==> src/rtl/core/phcs_pkg.sv <==
// ----------------------------------------------------------------------------
// phcs_pkg: shared types and constants of the consensus stream
// Fixed-point formats, register indexes, controller states and the command
// and status bundles between controller and datapath.
// ----------------------------------------------------------------------------
package phcs_pkg;

    // Q1.F probability format
    localparam int PROB_FRAC_BITS = 16;
    localparam int PROB_W         = PROB_FRAC_BITS + 1;
    localparam int MAX_SYMBOLS    = 32;
    localparam int SYM_W          = 5;
    localparam int CNT_W          = 8;
    localparam int CFG_IDX_W      = 1;

    // occupancy accumulator, sum and product widths
    localparam int ACC_W  = PROB_W + 3;
    localparam int SUM_W  = ACC_W + 1;
    localparam int PROD_W = ACC_W + PROB_W;
    localparam int QM_W   = PROD_W - PROB_FRAC_BITS;

    // divider step counter (PROB_W quotient bits)
    localparam int DIV_CNT_W = $clog2(PROB_W);

    localparam logic [PROB_W-1:0]  ONE       = {1'b1, {PROB_FRAC_BITS{1'b0}}};
    localparam logic [PROB_W-1:0]  HALF      = {2'b01, {(PROB_FRAC_BITS-1){1'b0}}};
    localparam logic [CNT_W-1:0]   CNT_MAX   = {CNT_W{1'b1}};
    localparam logic [SYM_W:0]     SYM_LIMIT = (SYM_W+1)'(MAX_SYMBOLS);

    // configuration register indexes
    localparam logic [CFG_IDX_W-1:0] CFG_START_DELETE = 1'b0;
    localparam logic [CFG_IDX_W-1:0] CFG_UPPER_THR    = 1'b1;

    localparam logic [PROB_W-1:0]    UPPER_THR_RST        = HALF;

    typedef enum logic [2:0] {
        S_IDLE,
        S_MUL,
        S_INS,
        S_DIV_START,
        S_DIV_WAIT,
        S_OUT
    } t_state;

    // order of the shared-multiplier steps for the recurrence
    typedef enum logic [1:0] {
        MUL_M_MM,
        MUL_M_DM,
        MUL_D_MD,
        MUL_D_DD
    } t_mul_step;

    typedef enum logic [1:0] {
        DIV_MATCH,
        DIV_DELETE,
        DIV_COUNT
    } t_div_sel;

    typedef struct packed {
        logic      accept_emit;
        logic      accept_node;
        logic      mul_en;
        t_mul_step mul_step;
        logic      ins_en;
        logic      div_start;
        t_div_sel  div_sel;
        logic      div_take;
        logic      commit;
    } t_dp_cmd;

    typedef struct packed {
        logic div_done;
        logic out_free;
    } t_dp_status;

    function automatic logic [PROB_W-1:0] sat_one(input logic [QM_W-1:0] v);
        logic [PROB_W-1:0] r;
        r = (v > QM_W'(ONE)) ? ONE : v[PROB_W-1:0];
        return r;
    endfunction

endpackage

==> src/rtl/core/phcs_div.sv <==
// ----------------------------------------------------------------------------
// phcs_div: iterative restoring divider
// Returns floor(X * 2^F / D) for X <= D, one quotient bit per cycle.
// ----------------------------------------------------------------------------
module phcs_div
    import phcs_pkg::*;
(
    input  logic              i_clk,
    input  logic              i_rst_n,
    input  logic              i_start,
    input  logic [SUM_W-1:0]  i_dividend,
    input  logic [SUM_W-1:0]  i_divisor,
    output logic              o_done,
    output logic [PROB_W-1:0] o_quotient
);

    logic                 r_busy;
    logic                 r_done;
    logic [DIV_CNT_W-1:0] r_count;
    logic [SUM_W:0]       r_rem;
    logic [SUM_W-1:0]     r_div;
    logic [PROB_W-1:0]    r_quo;

    logic [SUM_W:0] w_cand;
    logic           w_ge;

    // first step tests X itself (integer quotient bit), later steps shift
    assign w_cand = (r_count == '0) ? r_rem : {r_rem[SUM_W-1:0], 1'b0};
    assign w_ge   = (w_cand >= {1'b0, r_div});

    always_ff @(posedge i_clk) begin
        if (!i_rst_n) begin
            r_busy  <= 1'b0;
            r_done  <= 1'b0;
            r_count <= '0;
        end else begin
            r_done <= 1'b0;
            if (i_start) begin
                r_busy  <= 1'b1;
                r_count <= '0;
            end else if (r_busy) begin
                r_count <= r_count + 1'b1;
                if (r_count == DIV_CNT_W'(PROB_W - 1)) begin
                    r_busy <= 1'b0;
                    r_done <= 1'b1;
                end
            end
        end
    end

    always_ff @(posedge i_clk) begin
        if (i_start) begin
            r_rem <= {1'b0, i_dividend};
            r_div <= i_divisor;
        end else if (r_busy) begin
            r_rem <= w_ge ? (w_cand - {1'b0, r_div}) : w_cand;
            r_quo <= {r_quo[PROB_W-2:0], w_ge};
        end
    end

    assign o_done     = r_done;
    assign o_quotient = r_quo;

endmodule

==> src/rtl/core/phcs_dp.sv <==
// ----------------------------------------------------------------------------
// phcs_dp: consensus datapath
// Argmax tracking, recurrence state, shared multiplier, divider and the
// result register.
// ----------------------------------------------------------------------------
module phcs_dp
    import phcs_pkg::*;
(
    input  logic                 i_clk,
    input  logic                 i_rst_n,
    input  t_dp_cmd              i_cmd,
    output t_dp_status           o_stat,
    // configuration writes
    input  logic                 i_cfg_we,
    input  logic [CFG_IDX_W-1:0] i_cfg_index,
    input  logic [PROB_W-1:0]    i_cfg_data,
    // item fields
    input  logic [SYM_W-1:0]     i_symbol,
    input  logic [PROB_W-1:0]    i_emit_prob,
    input  logic [PROB_W-1:0]    i_begin_prob,
    input  logic [PROB_W-1:0]    i_t_mm,
    input  logic [PROB_W-1:0]    i_t_mi,
    input  logic [PROB_W-1:0]    i_t_md,
    input  logic [PROB_W-1:0]    i_t_dm,
    input  logic [PROB_W-1:0]    i_t_dd,
    input  logic [PROB_W-1:0]    i_t_ii,
    input  logic                 i_last_node,
    // result
    input  logic                 i_out_stall,
    output logic                 o_out_valid,
    output logic                 o_match_is_consensus,
    output logic [SYM_W-1:0]     o_residue,
    output logic                 o_upper_case,
    output logic [CNT_W-1:0]     o_insert_count,
    output logic [PROB_W-1:0]    o_match_occupancy,
    output logic [PROB_W-1:0]    o_delete_occupancy
);

    // configuration
    logic [PROB_W-1:0] r_start_del;
    logic [PROB_W-1:0] r_upper_thr;

    // argmax of the current node
    logic              r_best_valid;
    logic [PROB_W-1:0] r_best_prob;
    logic [SYM_W-1:0]  r_best_sym;

    // state carried from node to node
    logic              r_first;
    logic [PROB_W-1:0] r_prev_m, r_prev_d, r_prev_i;
    logic [PROB_W-1:0] r_prev_tmm, r_prev_tmd, r_prev_tdm, r_prev_tdd;

    // node item held while it is worked on
    logic [PROB_W-1:0] r_bp, r_tmm, r_tmi, r_tmd, r_tdm, r_tdd, r_tii;
    logic              r_last;

    // intermediate results
    logic [ACC_W-1:0]  r_m_raw, r_d_raw;
    logic [PROB_W-1:0] r_ins, r_m_norm, r_d_norm;
    logic [CNT_W-1:0]  r_cnt;

    // result register
    logic              r_out_valid;
    logic              r_o_cons, r_o_upper;
    logic [SYM_W-1:0]  r_o_res;
    logic [CNT_W-1:0]  r_o_cnt;
    logic [PROB_W-1:0] r_o_m, r_o_d;

    logic [ACC_W-1:0]  w_mul_a;
    logic [PROB_W-1:0] w_mul_b;
    logic [PROD_W-1:0] w_prod;
    logic [QM_W-1:0]   w_qm;
    logic [SUM_W-1:0]  w_sum;
    logic [SUM_W-1:0]  w_div_x, w_div_d;
    logic              w_div_done;
    logic [PROB_W-1:0] w_quo;
    logic              w_tii_big;
    logic [PROB_W-1:0] w_cnt_den;
    logic [PROB_W-1:0] w_m_final, w_d_final;
    logic [CNT_W-1:0]  w_cnt_final;
    logic              w_better;
    logic              w_out_free;

    // ---- shared multiplier --------------------------------------------------
    always_comb begin
        w_mul_a = ACC_W'(r_prev_m);
        w_mul_b = r_prev_tmm;
        if (i_cmd.ins_en) begin
            w_mul_a = r_m_raw;
            w_mul_b = r_tmi;
        end else begin
            case (i_cmd.mul_step)
                MUL_M_MM: begin
                    w_mul_a = ACC_W'(r_prev_m);
                    w_mul_b = r_prev_tmm;
                end
                MUL_M_DM: begin
                    w_mul_a = ACC_W'(r_prev_d);
                    w_mul_b = r_prev_tdm;
                end
                MUL_D_MD: begin
                    w_mul_a = ACC_W'(r_prev_m);
                    w_mul_b = r_prev_tmd;
                end
                MUL_D_DD: begin
                    w_mul_a = ACC_W'(r_prev_d);
                    w_mul_b = r_prev_tdd;
                end
                default: begin
                    w_mul_a = ACC_W'(r_prev_m);
                    w_mul_b = r_prev_tmm;
                end
            endcase
        end
    end

    assign w_prod = PROD_W'(w_mul_a) * PROD_W'(w_mul_b);
    assign w_qm   = w_prod[PROD_W-1:PROB_FRAC_BITS];
    assign w_sum  = SUM_W'(r_m_raw) + SUM_W'(r_d_raw);

    // ---- divider operands ---------------------------------------------------
    assign w_tii_big = (r_tii >= ONE);
    assign w_cnt_den = w_tii_big ? PROB_W'(1) : (ONE - r_tii);

    always_comb begin
        case (i_cmd.div_sel)
            DIV_MATCH: begin
                w_div_x = SUM_W'(r_m_raw);
                w_div_d = w_sum;
            end
            DIV_DELETE: begin
                w_div_x = SUM_W'(r_d_raw);
                w_div_d = w_sum;
            end
            DIV_COUNT: begin
                w_div_x = SUM_W'(1);
                w_div_d = SUM_W'(w_cnt_den);
            end
            default: begin
                w_div_x = SUM_W'(1);
                w_div_d = SUM_W'(1);
            end
        endcase
    end

    phcs_div u_div (
        .i_clk      (i_clk),
        .i_rst_n    (i_rst_n),
        .i_start    (i_cmd.div_start),
        .i_dividend (w_div_x),
        .i_divisor  (w_div_d),
        .o_done     (w_div_done),
        .o_quotient (w_quo)
    );

    // ---- final values of the node -------------------------------------------
    always_comb begin
        if (r_first) begin
            w_m_final = r_m_raw[PROB_W-1:0];
            w_d_final = r_d_raw[PROB_W-1:0];
        end else if (w_sum == '0) begin
            w_m_final = '0;
            w_d_final = '0;
        end else begin
            w_m_final = r_m_norm;
            w_d_final = r_d_norm;
        end
        if (r_last || (r_ins < HALF)) begin
            w_cnt_final = '0;
        end else if (w_tii_big) begin
            w_cnt_final = CNT_MAX;
        end else begin
            w_cnt_final = r_cnt;
        end
    end

    assign w_better   = ({1'b0, i_symbol} < SYM_LIMIT) &&
                        (!r_best_valid || (i_emit_prob > r_best_prob));
    assign w_out_free = !r_out_valid || !i_out_stall;

    // ---- configuration ------------------------------------------------------
    always_ff @(posedge i_clk) begin
        if (!i_rst_n) begin
            r_start_del <= '0;
            r_upper_thr <= UPPER_THR_RST;
        end else if (i_cfg_we) begin
            case (i_cfg_index)
                CFG_START_DELETE: r_start_del <= i_cfg_data;
                CFG_UPPER_THR:    r_upper_thr <= i_cfg_data;
                default: ;
            endcase
        end
    end

    // ---- argmax and carried state -------------------------------------------
    always_ff @(posedge i_clk) begin
        if (!i_rst_n) begin
            r_best_valid <= 1'b0;
            r_best_prob  <= '0;
            r_best_sym   <= '0;
            r_first      <= 1'b1;
            r_prev_m     <= '0;
            r_prev_d     <= '0;
            r_prev_i     <= '0;
            r_prev_tmm   <= '0;
            r_prev_tmd   <= '0;
            r_prev_tdm   <= '0;
            r_prev_tdd   <= '0;
        end else if (i_cmd.commit) begin
            r_best_valid <= 1'b0;
            r_best_prob  <= '0;
            r_best_sym   <= '0;
            if (r_last) begin
                r_first    <= 1'b1;
                r_prev_m   <= '0;
                r_prev_d   <= '0;
                r_prev_i   <= '0;
                r_prev_tmm <= '0;
                r_prev_tmd <= '0;
                r_prev_tdm <= '0;
                r_prev_tdd <= '0;
            end else begin
                r_first    <= 1'b0;
                r_prev_m   <= w_m_final;
                r_prev_d   <= w_d_final;
                r_prev_i   <= r_ins;
                r_prev_tmm <= r_tmm;
                r_prev_tmd <= r_tmd;
                r_prev_tdm <= r_tdm;
                r_prev_tdd <= r_tdd;
            end
        end else if (i_cmd.accept_emit && w_better) begin
            r_best_valid <= 1'b1;
            r_best_prob  <= i_emit_prob;
            r_best_sym   <= i_symbol;
        end
    end

    // ---- node working registers ---------------------------------------------
    always_ff @(posedge i_clk) begin
        if (i_cmd.accept_node) begin
            r_bp   <= i_begin_prob;
            r_tmm  <= i_t_mm;
            r_tmi  <= i_t_mi;
            r_tmd  <= i_t_md;
            r_tdm  <= i_t_dm;
            r_tdd  <= i_t_dd;
            r_tii  <= i_t_ii;
            r_last <= i_last_node;
        end
        if (i_cmd.mul_en) begin
            case (i_cmd.mul_step)
                MUL_M_MM: r_m_raw <= ACC_W'(w_qm) + ACC_W'(r_prev_i) + ACC_W'(r_bp);
                MUL_M_DM: r_m_raw <= r_m_raw + ACC_W'(w_qm);
                MUL_D_MD: r_d_raw <= ACC_W'(w_qm);
                MUL_D_DD: begin
                    if (r_first) begin
                        r_m_raw <= ACC_W'(sat_one(QM_W'(r_bp)));
                        r_d_raw <= ACC_W'(sat_one(QM_W'(r_start_del)));
                    end else begin
                        r_d_raw <= r_d_raw + ACC_W'(w_qm);
                    end
                end
                default: ;
            endcase
        end
        if (i_cmd.ins_en) begin
            r_ins <= r_last ? '0 : sat_one(w_qm);
        end
        if (i_cmd.div_take) begin
            case (i_cmd.div_sel)
                DIV_MATCH:  r_m_norm <= w_quo;
                DIV_DELETE: r_d_norm <= w_quo;
                DIV_COUNT:  r_cnt <= (w_quo > PROB_W'(CNT_MAX)) ? CNT_MAX : w_quo[CNT_W-1:0];
                default: ;
            endcase
        end
    end

    // ---- result register ----------------------------------------------------
    always_ff @(posedge i_clk) begin
        if (!i_rst_n) begin
            r_out_valid <= 1'b0;
        end else if (i_cmd.commit) begin
            r_out_valid <= 1'b1;
        end else if (!i_out_stall) begin
            r_out_valid <= 1'b0;
        end
    end

    always_ff @(posedge i_clk) begin
        if (i_cmd.commit) begin
            r_o_cons  <= (w_m_final >= HALF);
            r_o_res   <= r_best_sym;
            r_o_upper <= (r_best_prob >= r_upper_thr);
            r_o_cnt   <= w_cnt_final;
            r_o_m     <= w_m_final;
            r_o_d     <= w_d_final;
        end
    end

    assign o_stat.div_done = w_div_done;
    assign o_stat.out_free = w_out_free;

    assign o_out_valid          = r_out_valid;
    assign o_match_is_consensus = r_o_cons;
    assign o_residue            = r_o_res;
    assign o_upper_case         = r_o_upper;
    assign o_insert_count       = r_o_cnt;
    assign o_match_occupancy    = r_o_m;
    assign o_delete_occupancy   = r_o_d;

endmodule

==> src/rtl/core/phcs_ctrl.sv <==
// ----------------------------------------------------------------------------
// phcs_ctrl: consensus controller
// Sequences the multiply steps, the three divisions and the result hand-off.
// ----------------------------------------------------------------------------
module phcs_ctrl
    import phcs_pkg::*;
(
    input  logic       i_clk,
    input  logic       i_rst_n,
    input  logic       i_in_valid,
    input  logic       i_action,
    input  t_dp_status i_stat,
    output logic       o_in_stall,
    output t_dp_cmd    o_cmd
);

    t_state     r_state, n_state;
    logic [1:0] r_step, n_step;

    always_ff @(posedge i_clk) begin
        if (!i_rst_n) begin
            r_state <= S_IDLE;
            r_step  <= '0;
        end else begin
            r_state <= n_state;
            r_step  <= n_step;
        end
    end

    // next state
    always_comb begin
        n_state = r_state;
        n_step  = r_step;
        case (r_state)
            S_IDLE: begin
                if (i_in_valid && i_action) begin
                    n_state = S_MUL;
                    n_step  = '0;
                end
            end
            S_MUL: begin
                n_step = r_step + 1'b1;
                if (t_mul_step'(r_step) == MUL_D_DD) begin
                    n_state = S_INS;
                end
            end
            S_INS: begin
                n_state = S_DIV_START;
                n_step  = '0;
            end
            S_DIV_START: n_state = S_DIV_WAIT;
            S_DIV_WAIT: begin
                if (i_stat.div_done) begin
                    if (t_div_sel'(r_step) == DIV_COUNT) begin
                        n_state = S_OUT;
                    end else begin
                        n_state = S_DIV_START;
                        n_step  = r_step + 1'b1;
                    end
                end
            end
            S_OUT: begin
                if (i_stat.out_free) begin
                    n_state = S_IDLE;
                end
            end
            default: n_state = S_IDLE;
        endcase
    end

    // outputs
    always_comb begin
        o_cmd             = '0;
        o_cmd.mul_step    = t_mul_step'(r_step);
        o_cmd.div_sel     = t_div_sel'(r_step);
        o_in_stall        = 1'b1;
        case (r_state)
            S_IDLE: begin
                o_in_stall        = 1'b0;
                o_cmd.accept_emit = i_in_valid && !i_action;
                o_cmd.accept_node = i_in_valid && i_action;
            end
            S_MUL:       o_cmd.mul_en    = 1'b1;
            S_INS:       o_cmd.ins_en    = 1'b1;
            S_DIV_START: o_cmd.div_start = 1'b1;
            S_DIV_WAIT:  o_cmd.div_take  = i_stat.div_done;
            S_OUT:       o_cmd.commit    = i_stat.out_free;
            default: ;
        endcase
    end

endmodule

==> src/rtl/core/profile_hmm_consensus_stream.sv <==
// ----------------------------------------------------------------------------
// profile_hmm_consensus_stream: streamed consensus of a profile HMM
// Tracks the argmax emission of each node, runs the forward occupancy
// recurrence on each node item and emits one consensus beat per node.
// ----------------------------------------------------------------------------
//
//  Channel  Direction  Handshake               Beat
//  -------  ---------  ----------------------  ---------------------------------
//  in       sink       i_in_valid / o_in_stall  emission or node item
//  out      source     o_out_valid / i_out_stall one consensus result per node
//  cfg      sink       i_cfg_valid / o_cfg_ready register index and data
//
//  Emission beats are taken one per cycle while no node beat is in work. A
//  node beat, once taken, stalls the input through four steps on the shared
//  multiplier, one insert-occupancy product, then three divisions (start,
//  17 quotient-bit steps, done) on one iterative divider, and the load of
//  the result register.
//  i_rst_n is synchronous and active low; it clears the recurrence state,
//  the argmax and the registers (threshold resets to one half).
//  A stalled result holds in the output register while further emission
//  beats are taken; a node finishing into a full register waits for it.
//  The configuration port is always ready.
// ----------------------------------------------------------------------------
module profile_hmm_consensus_stream
    import phcs_pkg::*;
(
    input  logic                 i_clk,
    input  logic                 i_rst_n,
    // input channel
    input  logic                 i_in_valid,
    output logic                 o_in_stall,
    input  logic                 i_action,
    input  logic [SYM_W-1:0]     i_symbol,
    input  logic [PROB_W-1:0]    i_emit_prob,
    input  logic [PROB_W-1:0]    i_begin_prob,
    input  logic [PROB_W-1:0]    i_t_mm,
    input  logic [PROB_W-1:0]    i_t_mi,
    input  logic [PROB_W-1:0]    i_t_md,
    input  logic [PROB_W-1:0]    i_t_dm,
    input  logic [PROB_W-1:0]    i_t_dd,
    input  logic [PROB_W-1:0]    i_t_ii,
    input  logic                 i_last_node,
    // output channel
    output logic                 o_out_valid,
    input  logic                 i_out_stall,
    output logic                 o_match_is_consensus,
    output logic [SYM_W-1:0]     o_residue,
    output logic                 o_upper_case,
    output logic [CNT_W-1:0]     o_insert_count,
    output logic [PROB_W-1:0]    o_match_occupancy,
    output logic [PROB_W-1:0]    o_delete_occupancy,
    // configuration channel
    input  logic                 i_cfg_valid,
    output logic                 o_cfg_ready,
    input  logic [CFG_IDX_W-1:0] i_cfg_index,
    input  logic [PROB_W-1:0]    i_cfg_data
);

    t_dp_cmd    w_cmd;
    t_dp_status w_stat;

    // registers are plain flops, so a write never has to wait
    assign o_cfg_ready = 1'b1;

    phcs_ctrl u_ctrl (
        .i_clk      (i_clk),
        .i_rst_n    (i_rst_n),
        .i_in_valid (i_in_valid),
        .i_action   (i_action),
        .i_stat     (w_stat),
        .o_in_stall (o_in_stall),
        .o_cmd      (w_cmd)
    );

    phcs_dp u_dp (
        .i_clk                (i_clk),
        .i_rst_n              (i_rst_n),
        .i_cmd                (w_cmd),
        .o_stat               (w_stat),
        .i_cfg_we             (i_cfg_valid),
        .i_cfg_index          (i_cfg_index),
        .i_cfg_data           (i_cfg_data),
        .i_symbol             (i_symbol),
        .i_emit_prob          (i_emit_prob),
        .i_begin_prob         (i_begin_prob),
        .i_t_mm               (i_t_mm),
        .i_t_mi               (i_t_mi),
        .i_t_md               (i_t_md),
        .i_t_dm               (i_t_dm),
        .i_t_dd               (i_t_dd),
        .i_t_ii               (i_t_ii),
        .i_last_node          (i_last_node),
        .i_out_stall          (i_out_stall),
        .o_out_valid          (o_out_valid),
        .o_match_is_consensus (o_match_is_consensus),
        .o_residue            (o_residue),
        .o_upper_case         (o_upper_case),
        .o_insert_count       (o_insert_count),
        .o_match_occupancy    (o_match_occupancy),
        .o_delete_occupancy   (o_delete_occupancy)
    );

endmodule

==> config.mk <==
export PLATFORM = sky130hd
export DESIGN_NAME = profile_hmm_consensus_stream
export DESIGN_NICKNAME = d
export VERILOG_FILES = /design/src/rtl/core/phcs_pkg.sv /design/src/rtl/core/phcs_div.sv /design/src/rtl/core/phcs_dp.sv /design/src/rtl/core/phcs_ctrl.sv /design/src/rtl/core/profile_hmm_consensus_stream.sv
export SDC_FILE = /design/constraint.sdc
export NUM_CORES = 2
export LEC_CHECK = 0
export BUFFER_PORTS_ARGS = -buffer_cell sky130_fd_sc_hd__buf_4
export CORE_MARGIN = 4
export CORE_UTILIZATION = 63
export CTS_CLUSTER_DIAMETER = 50
export DETAILED_ROUTE_END_ITERATION = 10
export GPL_ROUTABILITY_DRIVEN = 0
export PLACE_DENSITY = 0.81
export SLEW_MARGIN = 20
export SYNTH_ARGS = -nofsm -noshare
export SYNTH_HDL_FRONTEND = slang
export SYNTH_SLANG_ARGS = --single-unit
==> constraint.sdc <==
create_clock -name i_clk -period 12.9 [get_ports i_clk]
set_input_delay 1.29 -clock i_clk [delete_from_list [all_inputs] [get_ports i_clk]]
set_output_delay 1.29 -clock i_clk [all_outputs]
set_load 0.02 [all_outputs]
==> impl_metrics.ini <==
[drt]
detail_route.iter0.violations = 2932
via_count_of_the_routed_design = 28700
via_per_inst = 6.14
drc_errors = 0
totalWireLength_um = 98700
detail_route.wl_per_cell_um = 21.1
detail-route-antenna-nets = 0
firstDrtPassIters = 8

[worst_setup_path]
cp.required_ns = 13.26
setup.worst_path.end_class = flop
standard_cell_with_the_maximum_stage_delay_on_the_critical_path = sky130_fd_sc_hd__o21ai_0
startpoint_type = flop
worstPathMaxFanout = 22
critical-path-top-cell-by-count = sky130_fd_sc_hd__fa_1
worst-setup-path-type = flop to flop
worst_ep_arrival_time_ns = 11.99
slowest_delay_ns = 0.89

[yosys]
synthesis.instances = 3677
synthSimpleGateAreaFrac_pct = 12.9
synth_fa_ha_area_share_pct = 24.1
synth-edff-count = 327
post_synth_mux_area_share_pct = 3.41
netlist-cell-type-count = 87
ys_seq_elements = 518
synth_compound_area_share_pct = 13.9
synth_warnings = 0
synthesis.area_um2 = 37000
postSynth.asyncResetShare_pct = 0
syn_nets = 4381
synth_top_family_by_area = adder cells
synth_ff_type = sky130_fd_sc_hd__edfxtp_1
synth-xor-area-share_pct = 2.41
postSynthAreaPerCell_um2 = 10.1
synth_seq_area_share_pct = 36.9

[sta]
holdWs_ns = 0.430
max_slew_margin_pct = 25.3
tns_ns = 0
timing.final.crit_share_pct = 90.2
setup_viol = 0
finalWorstSetupSlack_ns = 1.27
timing.final.crit_period_ns = 11.63
final-max-slew-violation-count = 0
max_slew.worst_pin.slew_ns = 1.12
max_freq_mhz = 86.0
finalHoldViolations = 0
final.setup_skew_ns = 0.0278
rsz0062_at_grt = no

[global_routing]
global_route.overflow_total = 0
grt_start_max_net_pins = 138
first_global_vias = 28300
initial_antenna_violation_count = 0
groute.usage.overall_pct = 31.1
grt_first_pass_wirelength_um = 155000

[layout]
design.final.nets = 4565
layout-area-overhead-vs-synth_pct = 12.3
area.sequential_um2 = 13600
drive_gt1_share_pct = 11.4
multi_input_area_um2 = 21000
filler_cell_count = 4177
finalNonFillerCells = 4675
antenna_cells = 0
fin_util_pct = 71.7

[cts]
post_cts.resized_instances = 0
cts_root_buffer = sky130_fd_sc_hd__clkbuf_16
clk_transition_reported_paths_ns = 0.06
tritoncts = yes
worstSkewPairLatency_ns = 0.63
num_cts_buffers = 57
cts.sinks = 518
post_cts_hold_buffer_count = 0
cts_max_level = 2
number_of_buffers_inserted_by_post_cts_setup_repair = 0
max-clock-path-buffers = 3

[worst_hold_path]
min_path_type = flop to flop

[placed_design]
post-dp-hpwl_um = 74900
placed_cells_incl_taps = 4567
place_ws_ns = 1.63
io_buffer_count = 216

[power]
comb_power_share_pct = 24.3
max-vdd-ir-drop_mv = 0.121
leakagePower_nw = 17.9
total_switching_power_mw = 1.56
cellPowerDensity_nw_per_um2 = 118
seq_power_share_pct = 40.3
sw_frac_of_total_pct = 31.9
relative_contribution_of_the_clock_network_to_total_power_pct = 35.4
cell_internal_pwr_mw = 3.33

[job]
max-cap-violations = 0

[floorplan]
die_height_um = 250
boundary_pins = 218
die_area_um2 = 62700
start_util_pct = 63.9
die_w_um = 250
std_cell_rows = 88
design.core.area_um2 = 57900

[outcome]
outcome = complete, no violations
==> state kept, by name (all words and copies together) (netlist names), 20 cells and up <==
| name | cells |
|---|---|
| u_dp.r_d_raw | 20 |
| u_dp.r_m_raw | 20 |
| u_dp.u_div.r_div | 21 |
| u_dp.u_div.r_rem | 22 |
==> power by group through the flow <==
| stage | sequential [mW] | combinational [mW] | clock [mW] |
|---|---|---|---|
| floorplan | 1.96 | 0.790 | 0 |
| global placement | 1.99 | 1.13 | 0 |
| detailed placement | 2.00 | 1.15 | 0 |
| CTS | 1.96 | 1.16 | 1.75 |
| global route | 1.97 | 1.29 | 1.82 |
| finish | 1.97 | 1.19 | 1.73 |
==> routing by layer <==
metal	routed length (um)	share of wire (%)	global-route usage (%)	up-vias
met2	44400	45	48.4	1523
met1	38500	39	43.0	13800
met3	11000	11	6.13	319
met5	0	0	0	-
li1	-	-	-	13100
met4	4720	4.8	13.1	0
==> cell families (layout without fill, tap and decap cells) <==
group / count (synthesis) / in the layout
other: 1 / 1
AOI/OAI and AO/OA: 722 / 722
and+or+nand+nor: 1049 / 1049
muxes: 123 / 123
buffers and inverters: 625 / 858
adders and majority gates: 538 / 538
xor gates and xnor gates: 101 / 101
DFF: 518 / 518
==> final cells by class <==
type / instances / area share (%)
multi-input combinational: 2534 / 50.6
tap: 765 / 2.30
timing repair buffer: 278 / 5.05
clock inverter: 37 / 1.13
sequential: 518 / 32.8
clock buffer: 71 / 3.79
inverter: 472 / 4.27
==> critical path, delay by kind of cell, from the launching register on <==
kind / cells / cell delay, ns
AO/OA/AOI/OAI: 9 / 3.13
XOR/XNOR: 1 / 0.52
adder cells (fa/ha/maj): 11 / 4.88
buffers and inverters: 6 / 0.50
flip-flops: 1 / 0.43
multiplexers: 1 / 0.19
AND/OR/NAND/NOR: 7 / 1.68
==> final timing paths <==
| kind | start | endpoint | slack [ns] | depth (start not counted) |
|---|---|---|---|---|
| worst min register to register | u_dp.r_tmd[7] | u_dp.r_prev_tmd[7] | 0.43 | 1 |
| worst max register to register | u_ctrl.r_step[1] | u_dp.r_m_raw[17] | 1.27 | 35 |
| worst max-delay path | u_ctrl.r_step[1] | u_dp.r_m_raw[17] | 1.27 | 35 |
| worst min-delay path | u_dp.r_tmd[7] | u_dp.r_prev_tmd[7] | 0.43 | 1 |
==> metrics by stage <==
stage	power (mW)	cell area (um2)
6_report	4.89	41500
3_3_place_gp	3.12	39500
4_1_cts	4.88	41500
5_1_grt	5.08	41500
3_5_place_dp	3.15	39500
2_1_floorplan	2.75	37000
==> cell usage in the layout (no fill, tap or decap), drive strengths merged, types with 49 or more instances in the layout <==
| cell type | netlist | routed |
|---|---|---|
| a21o | 53 | 53 |
| a21oi | 115 | 115 |
| a22o | 74 | 74 |
| buf | 20 | 278 |
| clkbuf | 133 | 71 |
| dfxtp | 191 | 191 |
| edfxtp | 327 | 327 |
| fa | 289 | 289 |
| ha | 249 | 249 |
| inv | 470 | 481 |
| mux2i | 100 | 100 |
| nand2 | 434 | 434 |
| nor2 | 271 | 271 |
| nor3 | 55 | 55 |
| o21a | 49 | 49 |
| o21ai | 125 | 125 |
| xnor2 | 59 | 59 |
==> synth_stat cells, types with 7 or more instances <==
| cell type | number | share of area (%) |
|---|---|---|
| sky130_fd_sc_hd__nor4_1 | 23 | 0.39 |
| sky130_fd_sc_hd__nor2b_1 | 26 | 0.44 |
| sky130_fd_sc_hd__a221o_1 | 8 | 0.22 |
| sky130_fd_sc_hd__nor3_1 | 55 | 0.74 |
| sky130_fd_sc_hd__a21oi_1 | 115 | 1.6 |
| sky130_fd_sc_hd__edfxtp_1 | 327 | 27 |
| sky130_fd_sc_hd__and3_1 | 44 | 0.74 |
| sky130_fd_sc_hd__clkbuf_1 | 133 | 1.3 |
| sky130_fd_sc_hd__a31oi_1 | 16 | 0.27 |
| sky130_fd_sc_hd__a21o_1 | 53 | 1.1 |
| sky130_fd_sc_hd__a22o_1 | 74 | 1.8 |
| sky130_fd_sc_hd__nor3b_1 | 8 | 0.16 |
| sky130_fd_sc_hd__nand3_1 | 41 | 0.55 |
| sky130_fd_sc_hd__and2_1 | 36 | 0.61 |
| sky130_fd_sc_hd__mux2_2 | 23 | 0.70 |
| sky130_fd_sc_hd__a21boi_0 | 41 | 0.83 |
| sky130_fd_sc_hd__inv_1 | 470 | 4.8 |
| sky130_fd_sc_hd__o21ai_0 | 119 | 1.6 |
| sky130_fd_sc_hd__or3_1 | 18 | 0.30 |
| sky130_fd_sc_hd__xor2_1 | 41 | 0.97 |
| sky130_fd_sc_hd__a221oi_1 | 21 | 0.50 |
| sky130_fd_sc_hd__a22oi_1 | 9 | 0.18 |
| sky130_fd_sc_hd__a211oi_1 | 33 | 0.67 |
| sky130_fd_sc_hd__a211o_1 | 8 | 0.19 |
| sky130_fd_sc_hd__mux2i_1 | 100 | 2.7 |
| sky130_fd_sc_hd__nand4_1 | 18 | 0.30 |
| sky130_fd_sc_hd__o31ai_1 | 39 | 0.79 |
| sky130_fd_sc_hd__nand2b_1 | 31 | 0.52 |
| sky130_fd_sc_hd__o211ai_1 | 22 | 0.45 |
| sky130_fd_sc_hd__nand2_1 | 434 | 4.4 |
| sky130_fd_sc_hd__fa_1 | 289 | 16 |
| sky130_fd_sc_hd__buf_2 | 8 | 0.11 |
| sky130_fd_sc_hd__xnor2_1 | 59 | 1.4 |
| sky130_fd_sc_hd__o22ai_1 | 10 | 0.17 |
| sky130_fd_sc_hd__o21bai_1 | 13 | 0.26 |
| sky130_fd_sc_hd__ha_1 | 249 | 8.4 |
| sky130_fd_sc_hd__nor2_1 | 271 | 2.7 |
| sky130_fd_sc_hd__dfxtp_1 | 191 | 10 |
| sky130_fd_sc_hd__o21a_1 | 49 | 0.99 |
| sky130_fd_sc_hd__nand3b_1 | 7 | 0.14 |
| sky130_fd_sc_hd__or2_2 | 17 | 0.29 |
| sky130_fd_sc_hd__a222oi_1 | 22 | 0.60 |
(Power assumes the default switching activity.)
